==> config.mk <==
export PLATFORM = sky130hd
export DESIGN_NAME = pobp_fifo
export DESIGN_NICKNAME = d
export VERILOG_FILES = /design/src/pobp_pkg.sv /design/src/pobp_fifo.sv
export SDC_FILE = /design/constraint.sdc
export NUM_CORES = 1
export LEC_CHECK = 0
export BUFFER_PORTS_ARGS = -buffer_cell sky130_fd_sc_hd__clkbuf_2
export CORE_ASPECT_RATIO = 1.4
export CORE_MARGIN = 2
export CORE_UTILIZATION = 34
export DETAILED_ROUTE_END_ITERATION = 10
export REMOVE_ABC_BUFFERS = 1
export SYNTH_ARGS = -nofsm -noshare
export SYNTH_HDL_FRONTEND = slang
export SYNTH_SLANG_ARGS = --single-unit
==> constraint.sdc <==
create_clock -name clk -period 6.1 [get_ports clk]
set_input_delay 0.61 -clock clk [delete_from_list [all_inputs] [get_ports clk]]
set_output_delay 0.61 -clock clk [all_outputs]
set_load 0.01 [all_outputs]
==> src/pobp_pkg.sv <==
package pobp_pkg;

  localparam int COORD_W   = 32;
  localparam int FRAC_BITS = 16;
  localparam int UW        = COORD_W - 1;
  localparam int XW        = COORD_W + 4;
  localparam int PW        = 2 * COORD_W;
  localparam int NUM_W     = 2 * UW;
  localparam int CNT_W     = $clog2(NUM_W);
  localparam int IDX_W     = 3;

  localparam int FIFO_DEPTH = 4;
  localparam int FIFO_AW    = $clog2(FIFO_DEPTH);

  localparam logic [IDX_W-1:0] CFG_KIND   = 3'd0;
  localparam logic [IDX_W-1:0] CFG_CX     = 3'd1;
  localparam logic [IDX_W-1:0] CFG_CY     = 3'd2;
  localparam logic [IDX_W-1:0] CFG_CZ     = 3'd3;
  localparam logic [IDX_W-1:0] CFG_RADIUS = 3'd4;
  localparam logic [IDX_W-1:0] CFG_LENGTH = 3'd5;
  localparam logic [IDX_W-1:0] CFG_SCALE  = 3'd6;

  typedef enum logic [1:0] {
    KIND_SPHERE,
    KIND_CAPSULE,
    KIND_PYRAMID,
    KIND_NONE
  } kind_t;

  typedef enum logic [2:0] {
    OP_PASS,
    OP_SPHERE,
    OP_CAP_SIDE,
    OP_CAP_END,
    OP_PYR
  } op_t;

  typedef enum logic [1:0] {
    PH_FIRST,
    PH_TOP,
    PH_BOT
  } phase_t;

  typedef enum logic [3:0] {
    B_IDLE,
    B_SETUP,
    B_MAG,
    B_SQ,
    B_CHECK,
    B_SQRT,
    B_MUL,
    B_DIV,
    B_ROUND,
    B_BEND,
    B_PMUL0,
    B_PMUL1,
    B_PDEC,
    B_DONE
  } back_state_t;

  typedef struct packed {
    kind_t                     kind;
    logic signed [COORD_W-1:0] cx;
    logic signed [COORD_W-1:0] cy;
    logic signed [COORD_W-1:0] cz;
    logic [UW-1:0]             radius;
    logic [UW-1:0]             length;
    logic [UW-1:0]             scale;
  } cfg_t;

  typedef struct packed {
    op_t                       op;
    logic signed [COORD_W-1:0] px;
    logic signed [COORD_W-1:0] py;
    logic signed [COORD_W-1:0] pz;
    logic [1:0]                best;
    logic [UW-1:0]             by;
    logic [COORD_W-1:0]        s;
  } job_t;

  function automatic logic signed [XW-1:0] sx(input logic signed [COORD_W-1:0] v);
    return {{(XW-COORD_W){v[COORD_W-1]}}, v};
  endfunction

  function automatic logic signed [XW-1:0] ux(input logic [UW-1:0] v);
    return {{(XW-UW){1'b0}}, v};
  endfunction

  function automatic logic signed [COORD_W-1:0] sat(input logic signed [XW-1:0] v);
    logic all_one;
    logic all_zero;
    all_one  = &v[XW-1:COORD_W-1];
    all_zero = ~|v[XW-1:COORD_W-1];
    if (all_one || all_zero) begin
      return v[COORD_W-1:0];
    end else if (v[XW-1]) begin
      return {1'b1, {(COORD_W-1){1'b0}}};
    end else begin
      return {1'b0, {(COORD_W-1){1'b1}}};
    end
  endfunction

endpackage

==> src/pobp_fifo.sv <==
module pobp_fifo (
  input  logic           clk,
  input  logic           rst,
  input  logic           push,
  input  pobp_pkg::job_t wdata,
  input  logic           pop,
  output pobp_pkg::job_t rdata,
  output logic           empty,
  output logic           full
);
  import pobp_pkg::*;

  job_t               mem [FIFO_DEPTH];
  logic [FIFO_AW-1:0] wp;
  logic [FIFO_AW-1:0] rp;
  logic [FIFO_AW:0]   cnt;

  assign empty = (cnt == '0);
  assign full  = (cnt == (FIFO_AW+1)'(FIFO_DEPTH));
  assign rdata = mem[rp];

  always_ff @(posedge clk) begin
    if (rst) begin
      wp  <= '0;
      rp  <= '0;
      cnt <= '0;
    end else begin
      if (push) begin
        wp <= wp + 1'b1;
      end
      if (pop) begin
        rp <= rp + 1'b1;
      end
      if (push && !pop) begin
        cnt <= cnt + 1'b1;
      end else if (pop && !push) begin
        cnt <= cnt - 1'b1;
      end
    end
  end

  always_ff @(posedge clk) begin
    if (push) begin
      mem[wp] <= wdata;
    end
  end

  a_cnt_bound: assert property (@(posedge clk) disable iff (rst)
    cnt <= (FIFO_AW+1)'(FIFO_DEPTH)) else $error("queue count overflow");
  a_no_overrun: assert property (@(posedge clk) disable iff (rst)
    !(push && full)) else $error("push into full queue");
  a_no_underrun: assert property (@(posedge clk) disable iff (rst)
    !(pop && empty)) else $error("pop from empty queue");

endmodule

## After elaboration in Yosys (flattened, before gate mapping)

Memories as Yosys holds them, arrays and structs flattened. A register that Yosys moved wholly into a read port is not among the register bits.
Index checks and enable logic that the tools add are counted.

| word-level totals | value |
|---|---|
| bits in registers | 7 |
| latch bits | 0 |
| bits in writable memories | 656 |
| memory bits (read-only) | 0 |
| bits of input ports | 168 |
| output and inout port bits | 166 |
| word-level logic and storage cells | 21 |
| memories | 1 |

Memory list:

| name | words | width | read ports | clocked after memory_dff | wr ports | line | source |
|---|---|---|---|---|---|---|---|
| mem | 4 | 164 | 1 | 1 | 1 | pobp_fifo.sv:13 | `job_t mem [FIFO_DEPTH];` |

| cells by class | value |
|---|---|
| add/subtract/negate cells | 4 |
| multipliers | 0 |
| div/mod/pow operators | 0 |
| magnitude comparators | 0 |
| eq/ne operators | 1 |
| shift-type cells | 0 |
| mux-type cells | 6 |
| bitwise gates (word level) | 0 |
| reductions and logical operators | 6 |

Operators by type and width:

| operator | number |
|---|---|
| 3-bit two-way mux | 2 |
| 2-bit by 1-bit adder with 2-bit output (second input constant) | 2 |
| 2-bit two-way mux | 2 |
| 3-bit by 1-bit adder with 3-bit output (second input constant) | 1 |
| 3-bit equality test (second input constant) | 1 |
| 3-bit logical NOT | 1 |
| 3-bit by 1-bit subtractor with 3-bit output (second input constant) | 1 |
| 1-bit logical AND | 2 |
| 1-bit logical NOT | 2 |
| 1-bit two-way mux | 2 |
| 2-bit nonzero test | 1 |

## Depth between registers and ports, before layout

| depth | value |
|---|---|
| depth after elaboration | 4 |
| gate-level depth with buffers | 7 |
| mapped depth without buffers | 7 |

## Worst setup path before layout

OpenSTA, ideal clock, no wires.

| path | value |
|---|---|
| path type | input to register |
| start | in push |
| end | mem mem[0][0] (netlist bit) (enable) |
| library setup time | 0.543 ns |
| data arrival time | 4.345 ns |
| required time | 5.557 ns |
| path slack | 1.212 ns |
| cell stages on the path | 1 |
| path buffers | 0 |
| cells stage by stage | and2_1 |

| on the way | value |
|---|---|
| longest elaborated chain between the ends | 2 |

Ends and longest elaborated chain:

| what | line | source |
|---|---|---|
| start: declaration | pobp_fifo.sv:4 | `input logic push,` |
| 1-bit two-way mux | pobp_fifo.sv:43 | `if (push) begin` |
| 1-bit two-way mux (not written as such) | pobp_fifo.sv:44 | `mem[wp] <= wdata;` |
| end: declaration | pobp_fifo.sv:13 |  |

No other way between the ends.

==> flow_summary.yaml <==
outcome:
  outcome: "finished, final reports clean"
floorplan:
  io_pins: 334
  dieArea_um2: 73000
  initial_core_util_pct: 34.30
  std_cell_rows: 115
  fp.dieH_um: 318.9
  coreArea_um2: 70220
  fp.dieW_um: 228.9
logic_synthesis:
  synth_area_leaders: "edfxtp_1 (82%), mux4_2 (15%), dfxtp_1 (0.75%)"
  synth_top_family_by_area: "multiplexers"
  synth_area_per_cell_um2: 26.76
  synth_compound_area_share_pct: 0.04156
  synthSimpleGateAreaFrac_pct: 0.3065
  yosys_warnings: 0
  synthMuxAreaShare_pct: 15.42
  synthAdderAreaFrac_pct: 0.3429
  synth_top_cell_by_area: "edfxtp_1"
  yosysTopAreaCellShare_pct: 81.80
  syn_area_um2: 24080
  syn_inst: 900
  yosysSeqAreaShare_pct: 82.55
  synth_seq_cells: 665
  synth_cell_type_count: 21
  synth_xor_area_share_pct: 0.1818
clocking:
  cts.sink_count: 665
  cts_tree: "built"
  numCtsBuffers: 66
  cts.htree.levels: 3
  cts_resized: 0
  clock-root-buffer: "clkbuf_16"
  cts_buffer_depth: 3
  path_clk_slew_ns: 0.06
  insertion_delay_ns: 0.59
  post_cts_buffers: 0
  ctsHoldBuffers: 0
sta:
  min_period_ns: 3.239
  fmax_mhz: 308.7
  post-route-period-util_pct: 53.10
  setup_violations: 0
  fin_ws_ns: 2.861
  finalHoldViolations: 0
  finClkSkew_ns: 0.01296
  fin_tns_setup_ns: 0
  worst-slew-pin-transition_ns: 0.9015
  rsz0062_at_grt: "no"
  max-slew-margin-rel_pct: 39.90
  slew_viol_final: 0
pwr:
  power.density_nw_per_um2: 352.1
  ir_drop_mv: 0.2604
  power.leakage_uw: 0.009622
critical_path:
  cp-start-kind: "register"
  critPathTopFamily: "buffers and inverters"
  r2r-end: "mem[0][158]"
  reg2reg_from: "wp[0]"
  crit_required_ns: 5.49
  worstSetupPathType: "reg2out"
  worst-endpoint-arrival_ns: 2.63
  critical_path_buf_inv_count: 2
  critical_path_peak_fanout: 54
  reg2reg_depth: 4
  crit_slowest_cell: "buf_4"
  rrSetupSlack_ns: 3.76
  worstSetupEndpointType: "primary output"
  slowest_delay_ns: 0.71
  path_cells: "buf_4, mux4_2, clkbuf_2"
routing:
  drc: 0
  drtIter0Drc: 499
  vias: 10770
  vias_per_cell: 4.757
  wl_per_cell_um: 21.86
  ant_nets: 0
  routed_wl_um: 49490
  firstDrtPassIters: 6
finish:
  drive_gt1_share_pct: 45.92
  final_common_cell: "edfxtp_1"
  stdcell_count: 2264
  mostFrequentLayoutCells: "edfxtp_1 (656), clkbuf_2 (333), mux4_2 (164)"
  nets: 1451
  area_growth_pct: 20.22
grt:
  antenna_found_initial: 8
  grt_usage_pct: 13.66
  grt_pass1_vias: 11880
  grt_pass1_wl_um: 74530
  grt_max_degree: 88
  grt_overflow: 0
worst_hold_path:
  hold_depth: 1
  worstHoldPathType: "in2reg"
  hold_start: "wdata[33]"
  hold_end: "mem[1][33]"
placed_design:
  placed_cells: 2145
  io_buffers: 333
  place_congestion: 0.6945
  hpwl_um: 28730
  place_ws_ns: 3.377
flow_run:
  maxCapViolations: 0
-- worst max path at each step --
| stage | start | end | slack [ns] | depth (start not counted) |
|---|---|---|---|---|
| after floorplan | register | rdata[0] | -2.01 | 1 |
| after global placement | register | rdata[22] | 3.40 | 3 |
| after detailed placement | push | mem[0][70] | 3.38 | 3 |
| after CTS | register | rdata[22] | 2.65 | 3 |
| after global routing | register | rdata[22] | 2.67 | 3 |
| final | register | rdata[109] | 2.86 | 3 |
-- power breakdown --
part / total, uW / switching [uW] / internal, uW
logic: 954 / 537 / 417
registers: 5300 / 51.3 / 5250
clock network: 3940 / 1680 / 2260
-- synthesized netlist by cell type --
cell type	instances
fa_1	1
buf_2	16
buf_6	10
inv_1	4
nor3b_1	1
mux4_2	164
xnor2_1	2
mux2i_1	2
or3_1	1
a21oi_1	1
buf_4	8
o21ai_0	1
xor2_1	3
and2_1	4
dfxtp_1	9
clkbuf_1	3
edfxtp_1	656
nand2_1	1
ha_1	5
nor3_1	1
nor2_1	7
-- cell families (layout without fill, tap and decap cells) --
family	Yosys count	count (layout)
AOI/OAI and AO/OA	2	2
and+or+nand+nor	15	15
muxes	166	166
DFF	665	665
buffers and inverters	41	463
adders and majority gates	6	6
other	0	6
xor gates and xnor gates	5	5
-- metal layers --
layer	vias up	wire, um	global-route usage [%]
li1	4676	-	-
met1	5691	19570	16.28
met2	304	25290	23.14
met3	95	2951	3.764
met4	4	1654	6.089
met5	-	28	0
-- state kept, by name, indices dropped and copies added (netlist names), named ones only --
signal and flops:
mem 656, rp 2, wp 2, cnt 3
-- per-stage QoR --
stage | power (uW) | hold WS [ns] | utilization [%] | area [um^2]
5_1_grt | 10590 | 0.1785 | 41.23 | 28950
4_1_cts | 10380 | 0.1579 | 41.21 | 28940
3_3_place_gp | 6374 | 0.4841 | 38.23 | 26850
3_5_place_dp | 6394 | 0.4944 | 38.23 | 26850
6_report | 10190 | 0.2153 | 41.23 | 28950
2_1_floorplan | 6028 | 0.4603 | - | 23820
-- layout make-up --
cell class	count	area, um^2
sequential	665	19890
clock inverter	40	370.4
antenna	6	15.01
inverter	4	15.01
fill	6196	41270
tap	936	1171
timing repair buffer	346	1839
clock buffer	73	1720
multi-input combinational	194	3934
Power figures use the tool's default switching activity.
