$ cat src/pobp_pkg.sv
package pobp_pkg;

  localparam int COORD_W   = 32;
  localparam int FRAC_BITS = 16;
  localparam int UW        = COORD_W - 1;
  localparam int XW        = COORD_W + 4;
  localparam int PW        = 2 * COORD_W;
  localparam int NUM_W     = 2 * UW;
  localparam int CNT_W     = $clog2(NUM_W);
  localparam int IDX_W     = 3;

  localparam int FIFO_DEPTH = 4;
  localparam int FIFO_AW    = $clog2(FIFO_DEPTH);

  localparam logic [IDX_W-1:0] CFG_KIND   = 3'd0;
  localparam logic [IDX_W-1:0] CFG_CX     = 3'd1;
  localparam logic [IDX_W-1:0] CFG_CY     = 3'd2;
  localparam logic [IDX_W-1:0] CFG_CZ     = 3'd3;
  localparam logic [IDX_W-1:0] CFG_RADIUS = 3'd4;
  localparam logic [IDX_W-1:0] CFG_LENGTH = 3'd5;
  localparam logic [IDX_W-1:0] CFG_SCALE  = 3'd6;

  typedef enum logic [1:0] {
    KIND_SPHERE,
    KIND_CAPSULE,
    KIND_PYRAMID,
    KIND_NONE
  } kind_t;

  typedef enum logic [2:0] {
    OP_PASS,
    OP_SPHERE,
    OP_CAP_SIDE,
    OP_CAP_END,
    OP_PYR
  } op_t;

  typedef enum logic [1:0] {
    PH_FIRST,
    PH_TOP,
    PH_BOT
  } phase_t;

  typedef enum logic [3:0] {
    B_IDLE,
    B_SETUP,
    B_MAG,
    B_SQ,
    B_CHECK,
    B_SQRT,
    B_MUL,
    B_DIV,
    B_ROUND,
    B_BEND,
    B_PMUL0,
    B_PMUL1,
    B_PDEC,
    B_DONE
  } back_state_t;

  typedef struct packed {
    kind_t                     kind;
    logic signed [COORD_W-1:0] cx;
    logic signed [COORD_W-1:0] cy;
    logic signed [COORD_W-1:0] cz;
    logic [UW-1:0]             radius;
    logic [UW-1:0]             length;
    logic [UW-1:0]             scale;
  } cfg_t;

  typedef struct packed {
    op_t                       op;
    logic signed [COORD_W-1:0] px;
    logic signed [COORD_W-1:0] py;
    logic signed [COORD_W-1:0] pz;
    logic [1:0]                best;
    logic [UW-1:0]             by;
    logic [COORD_W-1:0]        s;
  } job_t;

  function automatic logic signed [XW-1:0] sx(input logic signed [COORD_W-1:0] v);
    return {{(XW-COORD_W){v[COORD_W-1]}}, v};
  endfunction

  function automatic logic signed [XW-1:0] ux(input logic [UW-1:0] v);
    return {{(XW-UW){1'b0}}, v};
  endfunction

  function automatic logic signed [COORD_W-1:0] sat(input logic signed [XW-1:0] v);
    logic all_one;
    logic all_zero;
    all_one  = &v[XW-1:COORD_W-1];
    all_zero = ~|v[XW-1:COORD_W-1];
    if (all_one || all_zero) begin
      return v[COORD_W-1:0];
    end else if (v[XW-1]) begin
      return {1'b1, {(COORD_W-1){1'b0}}};
    end else begin
      return {1'b0, {(COORD_W-1){1'b1}}};
    end
  endfunction

endpackage

$ cat src/pobp_front.sv
module pobp_front (
  input  logic                               clk,
  input  logic                               rst,
  input  pobp_pkg::cfg_t                     cfg,
  input  logic signed [pobp_pkg::COORD_W-1:0] pos_x,
  input  logic signed [pobp_pkg::COORD_W-1:0] pos_y,
  input  logic signed [pobp_pkg::COORD_W-1:0] pos_z,
  input  logic                               in_valid,
  output logic                               in_stall,
  input  logic                               full,
  output logic                               push,
  output pobp_pkg::job_t                     job
);
  import pobp_pkg::*;

  logic                      f_valid;
  logic signed [COORD_W-1:0] fx, fy, fz;
  logic signed [XW-1:0]      dx, dy, dz, qy;
  logic                      accept;

  assign in_stall = f_valid && full;
  assign accept   = in_valid && !in_stall;
  assign push     = f_valid && !full;

  always_ff @(posedge clk) begin
    if (rst) begin
      f_valid <= 1'b0;
    end else if (accept) begin
      f_valid <= 1'b1;
    end else if (push) begin
      f_valid <= 1'b0;
    end
  end

  always_ff @(posedge clk) begin
    if (accept) begin
      fx <= pos_x;
      fy <= pos_y;
      fz <= pos_z;
      dx <= sx(pos_x) - sx(cfg.cx);
      dy <= sx(pos_y) - sx(cfg.cy);
      dz <= sx(pos_z) - sx(cfg.cz);
      qy <= sx(pos_y) - sx(cfg.cy) - ux(cfg.scale);
    end
  end

  // classify: capsule band, pyramid inside test and nearest face
  always_comb begin
    logic signed [XW-1:0] ady;
    logic signed [XW-1:0] half;
    logic signed [XW-1:0] hr;
    logic signed [XW-1:0] sv [4];
    logic signed [XW-1:0] m [4];
    logic                 in_pyr;
    logic [1:0]           best;
    ady  = dy[XW-1] ? -dy : dy;
    half = ux(cfg.length >> 1);
    hr   = half + ux(cfg.radius);
    sv[0] = dx + qy;
    sv[1] = qy - dx;
    sv[2] = qy + dz;
    sv[3] = qy - dz;
    in_pyr = (dy > 0);
    for (int i = 0; i < 4; i++) begin
      m[i] = -sv[i];
      if (!sv[i][XW-1]) begin
        in_pyr = 1'b0;
      end
    end
    best = 2'd0;
    for (int i = 1; i < 4; i++) begin
      if (m[i] < m[best]) begin
        best = 2'(i);
      end
    end
    job.px   = fx;
    job.py   = fy;
    job.pz   = fz;
    job.best = best;
    job.by   = dy[UW-1:0];
    job.s    = m[best][COORD_W-1:0];
    case (cfg.kind)
      KIND_SPHERE: job.op = OP_SPHERE;
      KIND_CAPSULE: begin
        if (ady <= half) begin
          job.op = OP_CAP_SIDE;
        end else if (ady <= hr) begin
          job.op = OP_CAP_END;
        end else begin
          job.op = OP_PASS;
        end
      end
      KIND_PYRAMID: job.op = in_pyr ? OP_PYR : OP_PASS;
      default: job.op = OP_PASS;
    endcase
  end

endmodule

$ cat config.mk
export PLATFORM = sky130hd
export DESIGN_NAME = pobp_front
export DESIGN_NICKNAME = d
export VERILOG_FILES = /design/src/pobp_pkg.sv /design/src/pobp_front.sv
export SDC_FILE = /design/constraint.sdc
export NUM_CORES = 1
export LEC_CHECK = 0
export CAP_MARGIN = 5
export CORE_MARGIN = 2
export CORE_UTILIZATION = 56
export CTS_BUF_LIST = sky130_fd_sc_hd__clkbuf_8
export DETAILED_ROUTE_END_ITERATION = 10
export DONT_BUFFER_PORTS = 1
export PLACE_DENSITY = 0.75
export SYNTH_ARGS = -nofsm -noshare
export SYNTH_HDL_FRONTEND = slang
export SYNTH_SLANG_ARGS = --single-unit
$ cat constraint.sdc
create_clock -name clk -period 17.3 [get_ports clk]
set_input_delay 1.73 -clock clk [delete_from_list [all_inputs] [get_ports clk]]
set_output_delay 1.73 -clock clk [all_outputs]
set_load 0.02 [all_outputs]
## Yosys cells after proc, flatten, opt, wreduce, memory -nomap -nowiden

Index checks and enable logic that the tools add are counted.

- Add/subtract/negate cells: 14
- Eq/ne operators: 2
- $lt $le $gt $ge: 9
- Bitwise gates (word level): 3
- Reduce and logical (&&, ||, !) cells: 7
- Muxes and demuxes: 23

Operator list:

| kind | number |
|---|---|
| 36-bit binary-select mux with 2-bit select | 3 |
| 36-bit 2-to-1 mux | 5 |
| 36-bit negator | 4 |
| 36-bit less-than comparator | 3 |
| 32-bit by 32-bit subtractor with 33-bit output | 3 |
| 36-bit adder | 2 |
| 36-bit subtractor | 2 |
| 32-bit 2-to-1 mux | 2 |
| 36-bit by 31-bit less-or-equal comparator with 1-bit output | 1 |
| 36-bit by 33-bit less-or-equal comparator with 1-bit output | 1 |
| 33-bit negator with 36-bit output | 1 |
| 33-bit by 32-bit subtractor with 34-bit output | 1 |
| 33-bit by 1-bit greater-than comparator with 1-bit output (second input constant) | 1 |
| 30-bit by 31-bit adder with 32-bit output | 1 |
| 3-bit >= comparator (second input constant) | 3 |
| 2-bit NOT with 3-bit output | 3 |
| 3-bit case mux with 3 select lines | 1 |
| 2-bit 2-to-1 mux | 4 |
| 1-bit 2-to-1 mux | 7 |
| 1-bit logical AND | 3 |
| 3-bit 2-to-1 mux | 1 |
| 2-bit by 1-bit equality test with 1-bit output (second input constant) | 1 |
| 2-bit equality test (second input constant) | 1 |
| 1-bit zero test | 2 |
| other kinds (2) | 2 |

- Register bits after elaboration: 238
- Output and inout port bits: 166
- Bits of input ports: 291

## Depth between registers and ports, before layout

- Depth after elaboration: 20
- Mapped depth: 58
- Depth with buffers taken out: 52

## Worst setup path after synthesis

Ideal clock, no wire load.

- Path type: in2reg
- From: in full
- To: reg dx[0] (enable)
- Cell stages on the path: 2
- Data arrival time: 11981 ps
- Setup slack: 4474 ps
- Path through: and2_1 nor2b_1

- Word-level cells in the longest chain between the ends: 3

Ends and longest elaborated chain:

| element | RTL line | RTL |
|---|---|---|
| from (decl) | pobp_front.sv:10 | `input logic full,` |
| 1-bit logical AND | pobp_front.sv:21 | `assign in_stall = f_valid && full;` |
| 1-bit zero test | pobp_front.sv:22 | `assign accept = in_valid && !in_stall;` |
| 1-bit logical AND | pobp_front.sv:22 |  |
| named net accept | pobp_front.sv:19 | `logic accept;` |
| to (signal assigned) | pobp_front.sv:40 | `dx <= sx(pos_x) - sx(cfg.cx);` |
| to (decl) | pobp_front.sv:18 | `logic signed [XW-1:0] dx, dy, dz, qy;` |

The timed path passes the listed nets, and every way through them passes these cells.
A chain may end at the register's enable or synchronous reset.

==> impl_metrics.tcl <==
set metrics [dict create \
    outcome "finished clean" \
    clk_pin_slew_ns 0.07 \
    start_util_pct 56.8 \
    via_per_inst 6.06 \
    drtIter0Drc 1934 \
    die-area_um2 57900 \
    areaGrowthSynthToFinish_pct 4.54 \
    synth_most_common_cell "ha_1" \
    netlist.area_leader.share_pct 21.9 \
    place.gp.congestion 0.961 \
    ys_seq_area_share_pct 22.0 \
    drc 0 \
    via_count 27300 \
    period_share_pct 92.9 \
    rsz0062_at_grt "no" \
    die_y_um 241 \
    hold_violations 0 \
    die_w_um 241 \
    yosys.area.top_type "edfxtp_1" \
    ctsHoldBuffers 0 \
    drt-total-wl_mm 89.6 \
    total_power_mw 7.41 \
    path_class "flop to output pin" \
    gr-usage-met3_pct 5.66 \
    clock_latency_ns 0.61 \
    clock_sinks 230 \
    ys.flop_type "edfxtp_1" \
    grt_use_met2_pct 51.7 \
    hp-class "flop to flop" \
    p_clk_share_pct 7.8 \
    whs_ns 0.756 \
    overflow 0 \
    grt_max_degree 79 \
    ys_top_cells_by_area "edfxtp_1, ha_1, xnor2_1" \
    nets 4494 \
    netlist_area_um2 31300 \
    crit_arrival_ns 14.34 \
    slew_headroom_pct 21.2 \
    grt_pass1_wl_mm 138 \
    min_period_ns 16.07 \
    synth_nets 4550 \
    grt_util_all_layers_pct 30.0 \
    fmax_mhz 62.2 \
    startpoint_type "flop" \
    p_switching_mw 4.19 \
    wire_per_inst_um 19.8 \
    end_kind "output pin" \
    syn_area_per_cell_um2 8.27 \
    cap_violations 0 \
    skew_ns 0.0246 \
    crit_top_cell "a21oi_1" \
    synth_edf_count 229 \
    numCtsBuffers 41 \
    required_ns 15.57 \
    post-route-util_pct 59.3 \
    slowest_delay_ns 0.79 \
    busiest_layer "met2" \
    timing.final.ws_setup_ns 1.23 \
    met1_usage_pct 38.0 \
    powerDensity_nw_per_um2 226 \
    tns_ns 0 \
    row_count 86 \
    fill_cells 4953 \
    synth_warnings 0 \
    cts_tree "built" \
    critPathSlowestCell "a311oi_4" \
    pwr-share-comb_pct 81.0 \
    async_reset_ff_share_pct 0 \
    p_seq_share_pct 11.3 \
    drt-pass1-iter-count 8 \
    worstMarginPinSlew_ns 1.17 \
    drive_gt1_share_pct 4.09 \
    post_cts_buffers 0 \
    synthTopCellsByCount "ha_1, inv_1, nor2_1" \
    switching_share_pct 56.5 \
    hpwl_mm 75.0 \
    syn-instance-count 3788 \
    clock-root-buffer "clkbuf_8" \
    grt_pass1_vias 26000 \
    ir_worst_vdd_mv 0.251 \
    core_region_area_um2 55200 \
    synth-seq-cells 230 \
    antenna_found_initial 6 \
    place_ws_ns 2.00 \
    ant_nets 0 \
    io-pin-count 457 \
    drv_slew 0 \
    portBuffers 0 \
    p_leak_nw 14.3 \
    htree_levels 2 \
    setup_viol 0 \
    ys_types 98 \
    crit_path_max_fanout 53 \
    power.internal_mw 3.22 \
    clockBufferDepth 3 \
]
==> area by class of cell <==
type,instances,area (µm²),area share [%]
multi-input combinational,3049,22400,68.4
sequential,230,6900,21.1
tap,748,936,2.86
antenna,3,7.51,0.0229
inverter,392,1470,4.49
clock buffer,46,633,1.93
clock inverter,27,280,0.856
timing repair buffer,18,135,0.412
==> per-layer routing <==
layer | part of all wire [%] | up-vias
li1 | - | 13600
met1 | 42 | 12800
met2 | 47 | 835
met3 | 7.3 | 132
met4 | 3.0 | 6
met5 | 0.036 | -
==> power by group through the flow <==
stage                     sequential (mW)  clock [mW]  combinational (mW)
after floorplan                     0.793           0                4.64
after global placement              0.839           0                5.85
after detailed placement            0.841           0                5.95
after CTS                           0.831       0.588                5.97
after global routing                0.839       0.608                6.67
final                               0.834       0.577                6.00
==> worst max-delay path, delay by kind of cell (launching register included) <==
family          cells  cell delay, ns
flops               1            0.52
xor+xnor            1            0.25
compound gates     21            6.37
fa+ha+maj           4            1.54
buf+inv             5            1.45
mux                 1            0.36
simple gates       13            3.17
==> state kept, by name, summed over array words and instances (netlist names) <==
signal / cells
f_valid: 1
dx: 33
dz: 33
fy: 32
fx: 32
fz: 32
dy: 33
qy: 34
==> cell families after synthesis <==
| kind of cell | synth area share [%] |
|---|---|
| XOR/XNOR | 10.8 |
| flip-flops | 22.0 |
| AND/OR/NAND/NOR | 18.3 |
| buffers and inverters | 6.57 |
| adder cells (fa/ha/maj) | 19.1 |
| multiplexers | 1.61 |
| AO/OA/AOI/OAI | 21.7 |
==> placed cells by master, fill, tap and decap left out, drive strengths merged, types with 25 or more instances in the layout <==
master and count:
ha 462, o211ai 25, or2 28, mux2i 38
nand2 218, o21a 60, o21bai 38, a21o 118
nor2 292, nand4 59, inv 397, xnor2 277
edfxtp 229, xor2 109, and3 28, o31ai 30
o21ai 206, and2 34, nand3 71, nor3 108
a211oi 34, clkbuf 46, or3 36, a21oi 275
nor4 30, a31oi 34, nor2b 71, nand2b 64
==> metrics by stage <==
stage | instance area [µm²] | cells
6_report | 32800 | 4513
5_1_grt | 32800 | 4513
4_1_cts | 32800 | 4510
3_5_place_dp | 31800 | 4437
3_3_place_gp | 31800 | 4437
2_1_floorplan | 31300 | 3788
==> path summary, 6_finish.rpt <==
check | slack (ns) | cells past startpoint | from | endpoint
max | 1.23 | 45 | qy[13] | job[13]
max reg2reg | 13.56 | 5 | f_valid | fz[30]
min | 0.76 | 3 | f_valid | f_valid
min reg2reg | 0.76 | 3 | f_valid | f_valid
==> what timing repair did <==
item / in CTS / in global routing
resized for setup: 0 / 2
setup endpoints to repair: 0 / 9
hold endpoints to repair: 0 / 0
Note: power is estimated with default switching activity, not from simulation.
